==> src/hdl/npm_pkg.sv <==
package npm_pkg;

  localparam int COEF_W     = 16;
  localparam int IDX_W      = 4;
  localparam int OUT_COEF_W = 15;

  typedef struct packed {
    logic signed [COEF_W-1:0] coef_a;
    logic signed [COEF_W-1:0] coef_b;
  } in_req_t;

  typedef struct packed {
    logic [IDX_W-1:0]      out_index;
    logic [OUT_COEF_W-1:0] out_coef;
    logic                  out_last;
  } out_res_t;

  // Per-cycle commands broadcast to every cell of the row
  typedef struct packed {
    logic load;       // shift operands down, new pair at the top
    logic rot;        // shift a down, rotate b up (multiply by x), form product
    logic acc_clr;    // clear accumulator
    logic acc_add;    // add registered product into accumulator
    logic acc_shift;  // shift accumulators down towards the output
  } cell_ctrl_t;

  typedef enum logic [3:0] {
    ST_LOAD  = 4'b0001,
    ST_MAC   = 4'b0010,
    ST_DRAIN = 4'b0100,
    ST_EMIT  = 4'b1000
  } npm_state_t;

endpackage

==> src/hdl/npm_ctrl.sv <==
module npm_ctrl import npm_pkg::*; #(
  parameter int DEGREE = 16
) (
  input  logic             clk,
  input  logic             rst_n,
  input  logic             in_valid,
  output logic             in_ready,
  output logic             out_valid,
  input  logic             out_ready,
  output cell_ctrl_t       ctrl,
  output logic [IDX_W-1:0] idx,
  output logic             last
);

  localparam int CNT_W = $clog2(DEGREE);

  npm_state_t       state_r, state_nxt;
  logic [CNT_W-1:0] cnt_r, cnt_nxt;
  logic             cnt_end;
  logic             in_acc;
  logic             out_acc;

  assign cnt_end   = (cnt_r == CNT_W'(DEGREE - 1));
  assign in_ready  = (state_r == ST_LOAD);
  assign out_valid = (state_r == ST_EMIT);
  assign in_acc    = in_valid && in_ready;
  assign out_acc   = out_valid && out_ready;
  assign last      = cnt_end;

  generate
    if (CNT_W >= IDX_W) begin : g_idx_trunc
      assign idx = cnt_r[IDX_W-1:0];
    end else begin : g_idx_ext
      assign idx = {{(IDX_W-CNT_W){1'b0}}, cnt_r};
    end
  endgenerate

  always_comb begin
    ctrl.load      = in_acc;
    ctrl.rot       = (state_r == ST_MAC);
    ctrl.acc_clr   = in_acc;
    // product is registered, so it trails the rotation
    ctrl.acc_add   = ((state_r == ST_MAC) && (cnt_r != '0)) || (state_r == ST_DRAIN);
    ctrl.acc_shift = out_acc;
  end

  always_comb begin
    state_nxt = state_r;
    cnt_nxt   = cnt_r;
    case (state_r)
      ST_LOAD: begin
        if (in_acc) begin
          if (cnt_end) begin
            cnt_nxt   = '0;
            state_nxt = ST_MAC;
          end else begin
            cnt_nxt = cnt_r + 1'b1;
          end
        end
      end
      ST_MAC: begin
        if (cnt_end) begin
          cnt_nxt   = '0;
          state_nxt = ST_DRAIN;
        end else begin
          cnt_nxt = cnt_r + 1'b1;
        end
      end
      ST_DRAIN: begin
        state_nxt = ST_EMIT;
      end
      ST_EMIT: begin
        if (out_acc) begin
          if (cnt_end) begin
            cnt_nxt   = '0;
            state_nxt = ST_LOAD;
          end else begin
            cnt_nxt = cnt_r + 1'b1;
          end
        end
      end
      default: begin
        cnt_nxt   = '0;
        state_nxt = ST_LOAD;
      end
    endcase
  end

  always_ff @(posedge clk) begin
    if (!rst_n) begin
      state_r <= ST_LOAD;
      cnt_r   <= '0;
    end else begin
      state_r <= state_nxt;
      cnt_r   <= cnt_nxt;
    end
  end

endmodule

==> config.mk <==
export PLATFORM = sky130hd
export DESIGN_NAME = npm_ctrl
export DESIGN_NICKNAME = d
export VERILOG_FILES = /design/src/hdl/npm_pkg.sv /design/src/hdl/npm_ctrl.sv
export SDC_FILE = /design/constraint.sdc
export NUM_CORES = 1
export LEC_CHECK = 0
export BUFFER_PORTS_ARGS = -buffer_cell sky130_fd_sc_hd__buf_2
export CAP_MARGIN = 20
export CORE_MARGIN = 2
export CORE_UTILIZATION = 33
export CTS_BUF_LIST = sky130_fd_sc_hd__clkbuf_8
export DETAILED_ROUTE_END_ITERATION = 10
export GPL_TIMING_DRIVEN = 0
export RECOVER_POWER = 25
export SETUP_SLACK_MARGIN = 0.02
export SLEW_MARGIN = 20
export SYNTH_ARGS = -nofsm -noshare
export SYNTH_HDL_FRONTEND = slang
export SYNTH_SLANG_ARGS = --single-unit
==> constraint.sdc <==
create_clock -name clk -period 1.6 [get_ports clk]
set_input_delay 0.24 -clock clk [delete_from_list [all_inputs] [get_ports clk]]
set_output_delay 0.24 -clock clk [all_outputs]
set_load 0.1 [all_outputs]
==> impl_metrics.toml <==
[run_status]
violations = "negative setup slack"
status = "complete, but fails checks"

[yosys]
netlist-cell-type-count = 35
synthCells = 74
ys_warn_count = 0
ys.flop_type = "dfxtp_1"
synthArstFlopShare_pct = 0
seq_area_frac_synth_pct = 26.50
yosysTopAreaCell = "dfxtp_1"
synth_top_area_share_pct = 26.50
yosys-top-cells-area = "dfxtp_1, nand2_1, or4b_4"
synth-edff-count = 0
syn_area_um2 = 604.3
synth_nets = 80
syn_area_per_cell_um2 = 8.167
ys_ff_latch = 8

[clocking]
clkSinkCount = 8
tritoncts = "done"
clk_latency_ns = 0.24
cts-root-buf = "clkbuf_8"
max-clock-path-buffers = 2
ctsHoldBuffers = 0
clkSlewWorstSetupHoldPaths_ns = 0.04
cts_buffers = 3
htreeDepth = 1

[die]
die_area_um2 = 2190
dieHeight_um = 46.80
die_x_um = 46.80
core_area_um2 = 1727
rows = 15
io_pins = 16
start_util_pct = 35.00

[power]
peakVddDrop_uv = 657.7
powerDensity_nw_per_um2 = 724.8
p_leak_nw = 0.4529

[run]
timing.max_cap.violations = 0

[cells_and_area]
syn_to_final_growth_pct = 86.96
layout_common_cells = "buf_4, buf_12, buf_6"
final_common_cell = "buf_4"
diodes = 0
drive_gt1_share_pct = 61.32
fin_nets = 113

[placed_design]
gp_congestion = 0.7594
dpl.hpwl_mm = 1.068
io_buffers = 15

[grt]
grt_pass1_vias = 621
grt_first_pass_wirelength_mm = 2.773
antenna_found_initial = 0
grt_usage_pct = 18.16
grt_max_degree = 8
grt.overflow.total = 0

[worst_setup_path]
arrival_ns = 1.68
worst_path_most_repeated_cell = "buf_12"
rrSetupSlack_ns = -0.26
critPathMaxFanout = 6
worstSetupPathType = "flip-flop to output pin"
max_stage_delay_ns = 0.56
crit_family = "simple AND/OR/NAND/NOR gates"
end_kind = "output pin"
path_buf_inv = 3
critical_path.cell_chain = "or4b_4, clkinvlp_4, and2_4, buf_12, buf_12"
crit_slowest_cell = "or4b_4"
cp-start-kind = "flip-flop"
required_ns = 1.36

[timing]
finalCritPeriodShare_pct = 119.8
max_freq_mhz = 521.6
worst_pin_slew_ns = 0.5359
min_period_ns = 1.917
setup_viol = 14
finClkSkew_ns = 0.005196
timing.hold.ws_ns = 0.2546
max-slew-margin-rel_pct = 64.43
tns_ns = -2.447
rsz0062_at_grt = "yes"
worst_slack_ns = -0.3172
maxSlewViolCount = 0
hold_violations = 0

[drt]
vias = 693
drt-pass1-iter-count = 5
drtIter0Drc = 6
wirelength_mm = 1.770
vias_per_cell = 5.290
avgRoutedWirePerCell_um = 13.51
drc_errors = 0
ant_nets = 0

[hold_path]
holdCritPathClass = "input port to flip-flop"
==> report_power, final <==
group / leakage, nW / internal [mW] / switching (mW)
registers: 0.0692 / 0.208 / 0.0140
logic: 0.357 / 0.133 / 0.202
clock network: 0.0269 / 0.168 / 0.0950
==> stage by stage <==
stage	setup slack, ns	instances	power, mW	cell area (µm²)	utilization, %
finish	-0.3172	131	0.8189	1130	65.43
global route	-0.3589	131	0.8619	1130	65.43
CTS	-0.3360	129	0.8000	1084	62.75
detailed placement	-0.4059	114	0.4872	849.6	49.20
global placement	-0.3946	114	0.4849	849.6	49.20
floorplan	-0.6502	74	0.4486	743.2	-
==> final cells by class <==
class / instances / area [µm²]
Clock inverter: 1 / 3.754
Sequential cell: 8 / 182.7
Buffer: 3 / 51.30
Tap cell: 25 / 31.28
Clock buffer: 3 / 41.29
Timing Repair Buffer: 31 / 312.8
Inverter: 7 / 33.78
Multi-Input combinational cell: 53 / 473.0
Fill cell: 156 / 596.8
==> cell families (layout without fill, tap and decap cells) <==
logic type	after synthesis	in the layout	synth area share, %
buffers and inverters	13	45	12.63
XOR/XNOR	2	2	2.899
AO/OA/AOI/OAI	17	17	22.36
adder cells (fa/ha/maj)	2	2	4.140
AND/OR/NAND/NOR	32	32	31.47
flip-flops	8	8	26.50
==> path summary, 6_finish.rpt <==
kind                            from                 endpoint  cells after the start
max          state_r[2]$_SDFFE_PN0P_                  ctrl[2]                      5
max reg2reg  state_r[2]$_SDFFE_PN0P_      idx[0]$_SDFFE_PN0P_                      6
min                            rst_n  state_r[0]$_SDFFE_PN1P_                      2
min reg2reg      idx[1]$_SDFFE_PN0P_      idx[1]$_SDFFE_PN0P_                      2
==> routing by layer <==
| metal | GRT usage, % | vias up | share of wire (%) |
|---|---|---|---|
| li1 | - | 328 | - |
| met1 | 24.59 | 338 | 45 |
| met2 | 27.67 | 21 | 48 |
| met3 | 5.000 | 6 | 5.6 |
| met4 | 6.667 | 0 | 1.9 |
| met5 | 0 | - | 0 |
==> repair_timing <==
item / in CTS / in global routing
pin swaps: 5 / 7
setup buffers: 12 / 5
setup endpoints to repair: 14 / 14
resized for setup: 30 / 14
==> cell usage after synthesis, types with 2 or more instances <==
cell,n
a21oi_1,5
and2_1,2
and3_1,2
buf_4,3
buf_6,2
dfxtp_1,8
ha_1,2
inv_1,7
nand2_1,9
nand2b_1,2
nand3_1,2
nor2_1,4
o21ai_0,2
or3_1,2
or4b_4,2
==> sequential cells by signal, indices dropped and copies added (netlist names) <==
name	cells
idx	4
state_r	4
No activity file was read; power rests on OpenSTA's default activity.
