<file path="src/hdl/npm_pkg.sv">
package npm_pkg;

  localparam int COEF_W     = 16;
  localparam int IDX_W      = 4;
  localparam int OUT_COEF_W = 15;

  typedef struct packed {
    logic signed [COEF_W-1:0] coef_a;
    logic signed [COEF_W-1:0] coef_b;
  } in_req_t;

  typedef struct packed {
    logic [IDX_W-1:0]      out_index;
    logic [OUT_COEF_W-1:0] out_coef;
    logic                  out_last;
  } out_res_t;

  // Per-cycle commands broadcast to every cell of the row
  typedef struct packed {
    logic load;       // shift operands down, new pair at the top
    logic rot;        // shift a down, rotate b up (multiply by x), form product
    logic acc_clr;    // clear accumulator
    logic acc_add;    // add registered product into accumulator
    logic acc_shift;  // shift accumulators down towards the output
  } cell_ctrl_t;

  typedef enum logic [3:0] {
    ST_LOAD  = 4'b0001,
    ST_MAC   = 4'b0010,
    ST_DRAIN = 4'b0100,
    ST_EMIT  = 4'b1000
  } npm_state_t;

endpackage

</file>
<file path="src/hdl/npm_cell.sv">
module npm_cell import npm_pkg::*; #(
  parameter int MOD_BITS = 15
) (
  input  logic                clk,
  input  cell_ctrl_t          ctrl,
  input  logic [MOD_BITS-1:0] a_in,
  input  logic [MOD_BITS-1:0] b_load_in,
  input  logic [MOD_BITS-1:0] b_rot_in,
  input  logic [MOD_BITS-1:0] a_bcast,
  input  logic [MOD_BITS-1:0] acc_in,
  output logic [MOD_BITS-1:0] a_out,
  output logic [MOD_BITS-1:0] b_out,
  output logic [MOD_BITS-1:0] acc_out
);

  logic [MOD_BITS-1:0] a_r;
  logic [MOD_BITS-1:0] b_r;
  logic [MOD_BITS-1:0] prod_r;
  logic [MOD_BITS-1:0] acc_r;

  always_ff @(posedge clk) begin
    if (ctrl.load || ctrl.rot) begin
      a_r <= a_in;
    end
    if (ctrl.load) begin
      b_r <= b_load_in;
    end else if (ctrl.rot) begin
      b_r <= b_rot_in;
    end
    // low bits of the product are exact modulo 2^MOD_BITS
    if (ctrl.rot) begin
      prod_r <= MOD_BITS'(a_bcast * b_r);
    end
    if (ctrl.acc_clr) begin
      acc_r <= '0;
    end else if (ctrl.acc_add) begin
      acc_r <= acc_r + prod_r;
    end else if (ctrl.acc_shift) begin
      acc_r <= acc_in;
    end
  end

  assign a_out   = a_r;
  assign b_out   = b_r;
  assign acc_out = acc_r;

endmodule

</file>
<file path="config.mk">
export PLATFORM = sky130hd
export DESIGN_NAME = npm_cell
export DESIGN_NICKNAME = d
export VERILOG_FILES = /design/src/hdl/npm_pkg.sv /design/src/hdl/npm_cell.sv
export SDC_FILE = /design/constraint.sdc
export NUM_CORES = 1
export LEC_CHECK = 0
export ABC_AREA = 1
export BUFFER_PORTS_ARGS = -buffer_cell sky130_fd_sc_hd__buf_2
export CORE_UTILIZATION = 33
export CTS_CLUSTER_DIAMETER = 120
export DETAILED_ROUTE_END_ITERATION = 6
export PLACE_DENSITY = 0.56
export SLEW_MARGIN = 15
export SYNTH_ARGS = -nofsm -noshare
export SYNTH_HDL_FRONTEND = slang
export SYNTH_SLANG_ARGS = --single-unit
</file>
<file path="constraint.sdc">
create_clock -name clk -period 4.7 [get_ports clk]
set_input_delay 0.47 -clock clk [delete_from_list [all_inputs] [get_ports clk]]
set_output_delay 0.47 -clock clk [all_outputs]
set_load 0.02 [all_outputs]
</file>
==> results list <==
- Antenna Violating Nets Remaining: 0
* Signed area change from the synthesized netlist to the final layout: 31.68%
- Together, buffers and inverters on the worst path number 6.
- Leaving out fill and tap cells, the most frequent cell in the layout is sky130_fd_sc_hd__nand2_1.
* FF-to-FF setup slack: -320 ps
- Count of endpoints failing hold in the final timing report: 0
- Summing the sequential cell areas from Yosys gives 24.86% of the chip area.
- Final setup slack of the worst path: -315.2 ps
- Clock-pin slew was measured on the worst setup and hold paths at 60 ps.
- After synthesis the cells add up to about 0.0066 sq mm.
- For the pin with the worst max-slew slack, the measured transition is 669.6 ps.
* Critical path cell sequence: nand2_1 > inv_2 > fa_1 > inv_2 > fa_1 > inv_1 > fa_1 > fa_2 > fa_1 > inv_1 > fa_1 > inv_2 > ha_4 > nand2_1 > nor2_2 > nand2_1 > o211ai_1 > a31o_2 > inv_1 > nand2_1 > nand2_1
* Total power: 6.965 mW
- Placeable core region: just under 0.02 sq mm
- The tree is rooted in a sky130_fd_sc_hd__clkbuf_16.
- After detailed routing, the total wire length is roughly 17 mm.
* Classification of the worst-slack hold path: input pin to flop
- Summed over all layers, the global routing overflow is 0.
- Layout cell share with drive strength beyond 1: 28.37%
- Worst relative slew slack: 55.36%
- The worst setup path is captured at a flop.
- The worst setup path is of the flop to flop kind.
- Height of the chip: 143.9 microns
- Standard-cell row count: 51
- The cell count after synthesis came out at 862.
* Crit path arrival time: 5110 ps
- Detailed-route DRC error count: 0
- Number of buffers added to fix hold violations after cts: 0
- The synthesized netlist devotes 22.82% of its cell area to simple gates.
- Total Die Area: 0.02070 sq mm
- The initial antenna violation count is 0.
- Timing-limited maximum frequency: 199.4 MHz
- Count of max-cap constraint violations: 0
- Multiplexer area fraction after synthesis: 0%
* Filler cell count: slightly below 2k
* Gp weighted congestion: 0.8860
- I/O Pins: about 130
* Maximum number of pins on one net before global-route repair: 31
- Clock buffer count from CTS: 9
- Kind of cell adding the most delay to the critical path: adder cells
* Cell types with the largest area share after synthesis: sky130_fd_sc_hd__fa_1, sky130_fd_sc_hd__edfxtp_1, sky130_fd_sc_hd__nand2_1, sky130_fd_sc_hd__ha_1, sky130_fd_sc_hd__inv_1
- After the first detailed-routing iteration, the DRC count stood at roughly 210.
- The top cell types in the final layout, fill and taps aside, are sky130_fd_sc_hd__nand2_1, sky130_fd_sc_hd__inv_1, sky130_fd_sc_hd__buf_2.
- The worst setup path is launched from a flop.
- Static leakage: 4.771 nW
* Number of endpoints failing setup at the final stage: 5
- Xor/xnor cell area share of the yosys netlist: under 10%
- ANT cells: 0
* DR vias/cell: 4.407
* Largest fanout on the critical path: 4
* Setup repair after global routing missed its margin: true
- TritonCTS built the clock tree.
* Fin crit period: between 5000 and 6000 ps
- The synthesized design spends more area on one cell type than any other, namely sky130_fd_sc_hd__fa_1.
- Initial Util: 33.91%
- Between clock sinks in the finished design, the worst skew comes to around 6.6 ps.
* Wire length per cell after detailed routing: 12.84 microns
- At the placement stage, the worst setup path has a slack of -476.8 ps.
* Share of flip-flops with an asynchronous set or reset after synthesis: 0%
- DRT Pass-1 Iters: 6
* Detailed Place HPWL: 14.08 mm
- Total power density per cell area: 796.1 mW/mm^2
- In the finished design, the share of the clock period the worst path needs comes to 106.7%.
* Latest clock arrival within the worst-skew pair: ~340 ps
- All-Layer GR Usage: 17.51%
- STA puts the critical path data required time at 4790 ps.
* Number of nets produced by synthesis: between 1k and 1.5k
- Summing the areas of all compound-gate instances in the mapped netlist gives under 10% of the synthesized area.
* Worst path max stage delay: ~550 ps
- The checks that failed: negative setup slack.
- For this run, the leading register cell type out of synthesis is sky130_fd_sc_hd__edfxtp_1.
- Net Switching: 3.135 mW
* Sink count of the clock tree: 60
- Htree depth: 3
- Max-slew violation count: 0
* Main combinational cell family by area after synthesis: adder cells
- Of the total power, the share spent switching nets is 45.02%.
* Die boundary width: 143.9 microns
* Avg Synthesized Cell Area: about 7.7 sq um
- The number of global-route vias before repair is 5,883.
- In this run, synthesis produced a sequential element count of 60.
- Area share of the largest cell type after synthesis: 20.79%
- The share of total power dissipated in combinational logic is 77.3%.
- Post-layout net count: between 1k and 1.5k
- Sequential cells account for roughly an eighth of the total power.
- Slowest library cell on the worst path: sky130_fd_sc_hd__fa_1
- The first global-routing pass estimated between 20 and 30 mm of wire.
* I/O Buffers: 125
- Of the total synthesized cell area, the portion taken by full adders, half adders and majority gates is 31.34%.
- Part of the power in the clock network: under 10%
- Yosys printed 0 warnings.
- Run status: complete, but fails checks
* Maximum buffer depth of the clock tree: 2
* Worst vdd ir: about 0.60 mV
* Count of flip-flops with a built-in enable after synthesis: 45
* Internal power contribution: 3.829 mW
- Number of library cell types mapped by synthesis: 31
* Via total after detailed routing: 5,813
-- path summary, 6_finish.rpt --
| check | cells past startpoint | endpoint | start |
|---|---|---|---|
| min reg2reg | 2 | acc_out[8] | acc_out[8] |
| min | 1 | a_out[4] | a_in[4] |
| max | 21 | prod_r[14] | b_out[5] |
| max reg2reg | 21 | prod_r[14] | b_out[5] |
-- worst register-to-register path: cells and delay by family (launching register included) --
family / cells / cell delay (ps)
flops: 1 / 500
simple gates: 6 / 450
fa+ha+maj: 7 / 3320
buf+inv: 6 / 270
compound gates: 2 / 230
-- power groups by stage --
stage | logic, mW | clock network, mW | registers [mW]
floorplan | 3.18 | 0 | 0.948
finish | 5.39 | 0.689 | 0.890
CTS | 4.97 | 0.706 | 0.895
global placement | 4.52 | 0 | 0.904
global route | 6.05 | 0.727 | 0.903
detailed placement | 4.60 | 0 | 0.905
-- cell families after synthesis --
group | Yosys count
fa+ha+maj | 125
simple gates | 377
xor+xnor | 24
flops | 60
compound gates | 65
buf+inv | 211
-- layout make-up --
type / instances / area (sq um) / share of cell area, %
clock buffers: 9 / 225.2 / 2.574
clock inverters: 7 / 82.58 / 0.9439
inverters: 184 / 693.2 / 7.923
multi-input cells: 591 / 4488 / 51.30
flip-flops and latches: 60 / 1652 / 18.88
well taps: 265 / 331.6 / 3.790
repair buffers: 203 / 1276 / 14.59
-- registers in the layout, indices dropped and copies added (netlist names) --
signal	flops
prod_r	15
acc_out	15
a_out	15
b_out	15
-- synth_stat cells (3+ instances only) --
| library cell | count |
|---|---|
| sky130_fd_sc_hd__a31o_2 | 4 |
| sky130_fd_sc_hd__dfxtp_1 | 15 |
| sky130_fd_sc_hd__nand2_2 | 3 |
| sky130_fd_sc_hd__xnor2_1 | 11 |
| sky130_fd_sc_hd__o21ai_0 | 10 |
| sky130_fd_sc_hd__or2_2 | 3 |
| sky130_fd_sc_hd__nand3b_1 | 3 |
| sky130_fd_sc_hd__a21oi_1 | 37 |
| sky130_fd_sc_hd__ha_1 | 56 |
| sky130_fd_sc_hd__clkbuf_1 | 20 |
| sky130_fd_sc_hd__xor2_1 | 13 |
| sky130_fd_sc_hd__nor3_1 | 3 |
| sky130_fd_sc_hd__o21bai_1 | 3 |
| sky130_fd_sc_hd__nand4_1 | 4 |
| sky130_fd_sc_hd__nand2_1 | 298 |
| sky130_fd_sc_hd__nand3_1 | 39 |
| sky130_fd_sc_hd__a21o_1 | 4 |
| sky130_fd_sc_hd__buf_4 | 4 |
| sky130_fd_sc_hd__fa_1 | 69 |
| sky130_fd_sc_hd__nor2_1 | 21 |
| sky130_fd_sc_hd__edfxtp_1 | 45 |
| sky130_fd_sc_hd__inv_1 | 182 |
-- per-layer routing --
metal / GRT usage [%] / share of wire, % / vias to the layer above
li1: - / - / 2993
met1: 21.35 / 45 / 2677
met2: 31.20 / 49 / 128
met3: 3.665 / 4.5 / 15
met4: 4.311 / 0.98 / 0
met5: 0 / 0 / -
-- through the flow --
stage	std cells	TNS, ps	hold slack, ps	util [%]	cell area [sq um]
after floorplan	862	-600.8	539.1	-	6794
after global placement	1287	-1288	483.1	41.10	8051
after detailed placement	1287	-1609	484.3	41.10	8051
after CTS	1308	-1103	289.3	43.48	8518
after global routing	1319	-1714	286.7	44.66	8748
final	1319	-960.4	301.8	44.66	8748
-- what timing repair did --
action | in CTS | in global routing
endpoints found under the setup margin | 6 | 7
endpoints found under the hold margin | 0 | 0
gates cloned | 0 | 0
setup buffers | 5 | 13
pin swaps | 24 | 39
resized for setup | 33 | 44
Note: power is estimated with default switching activity, not from simulation.
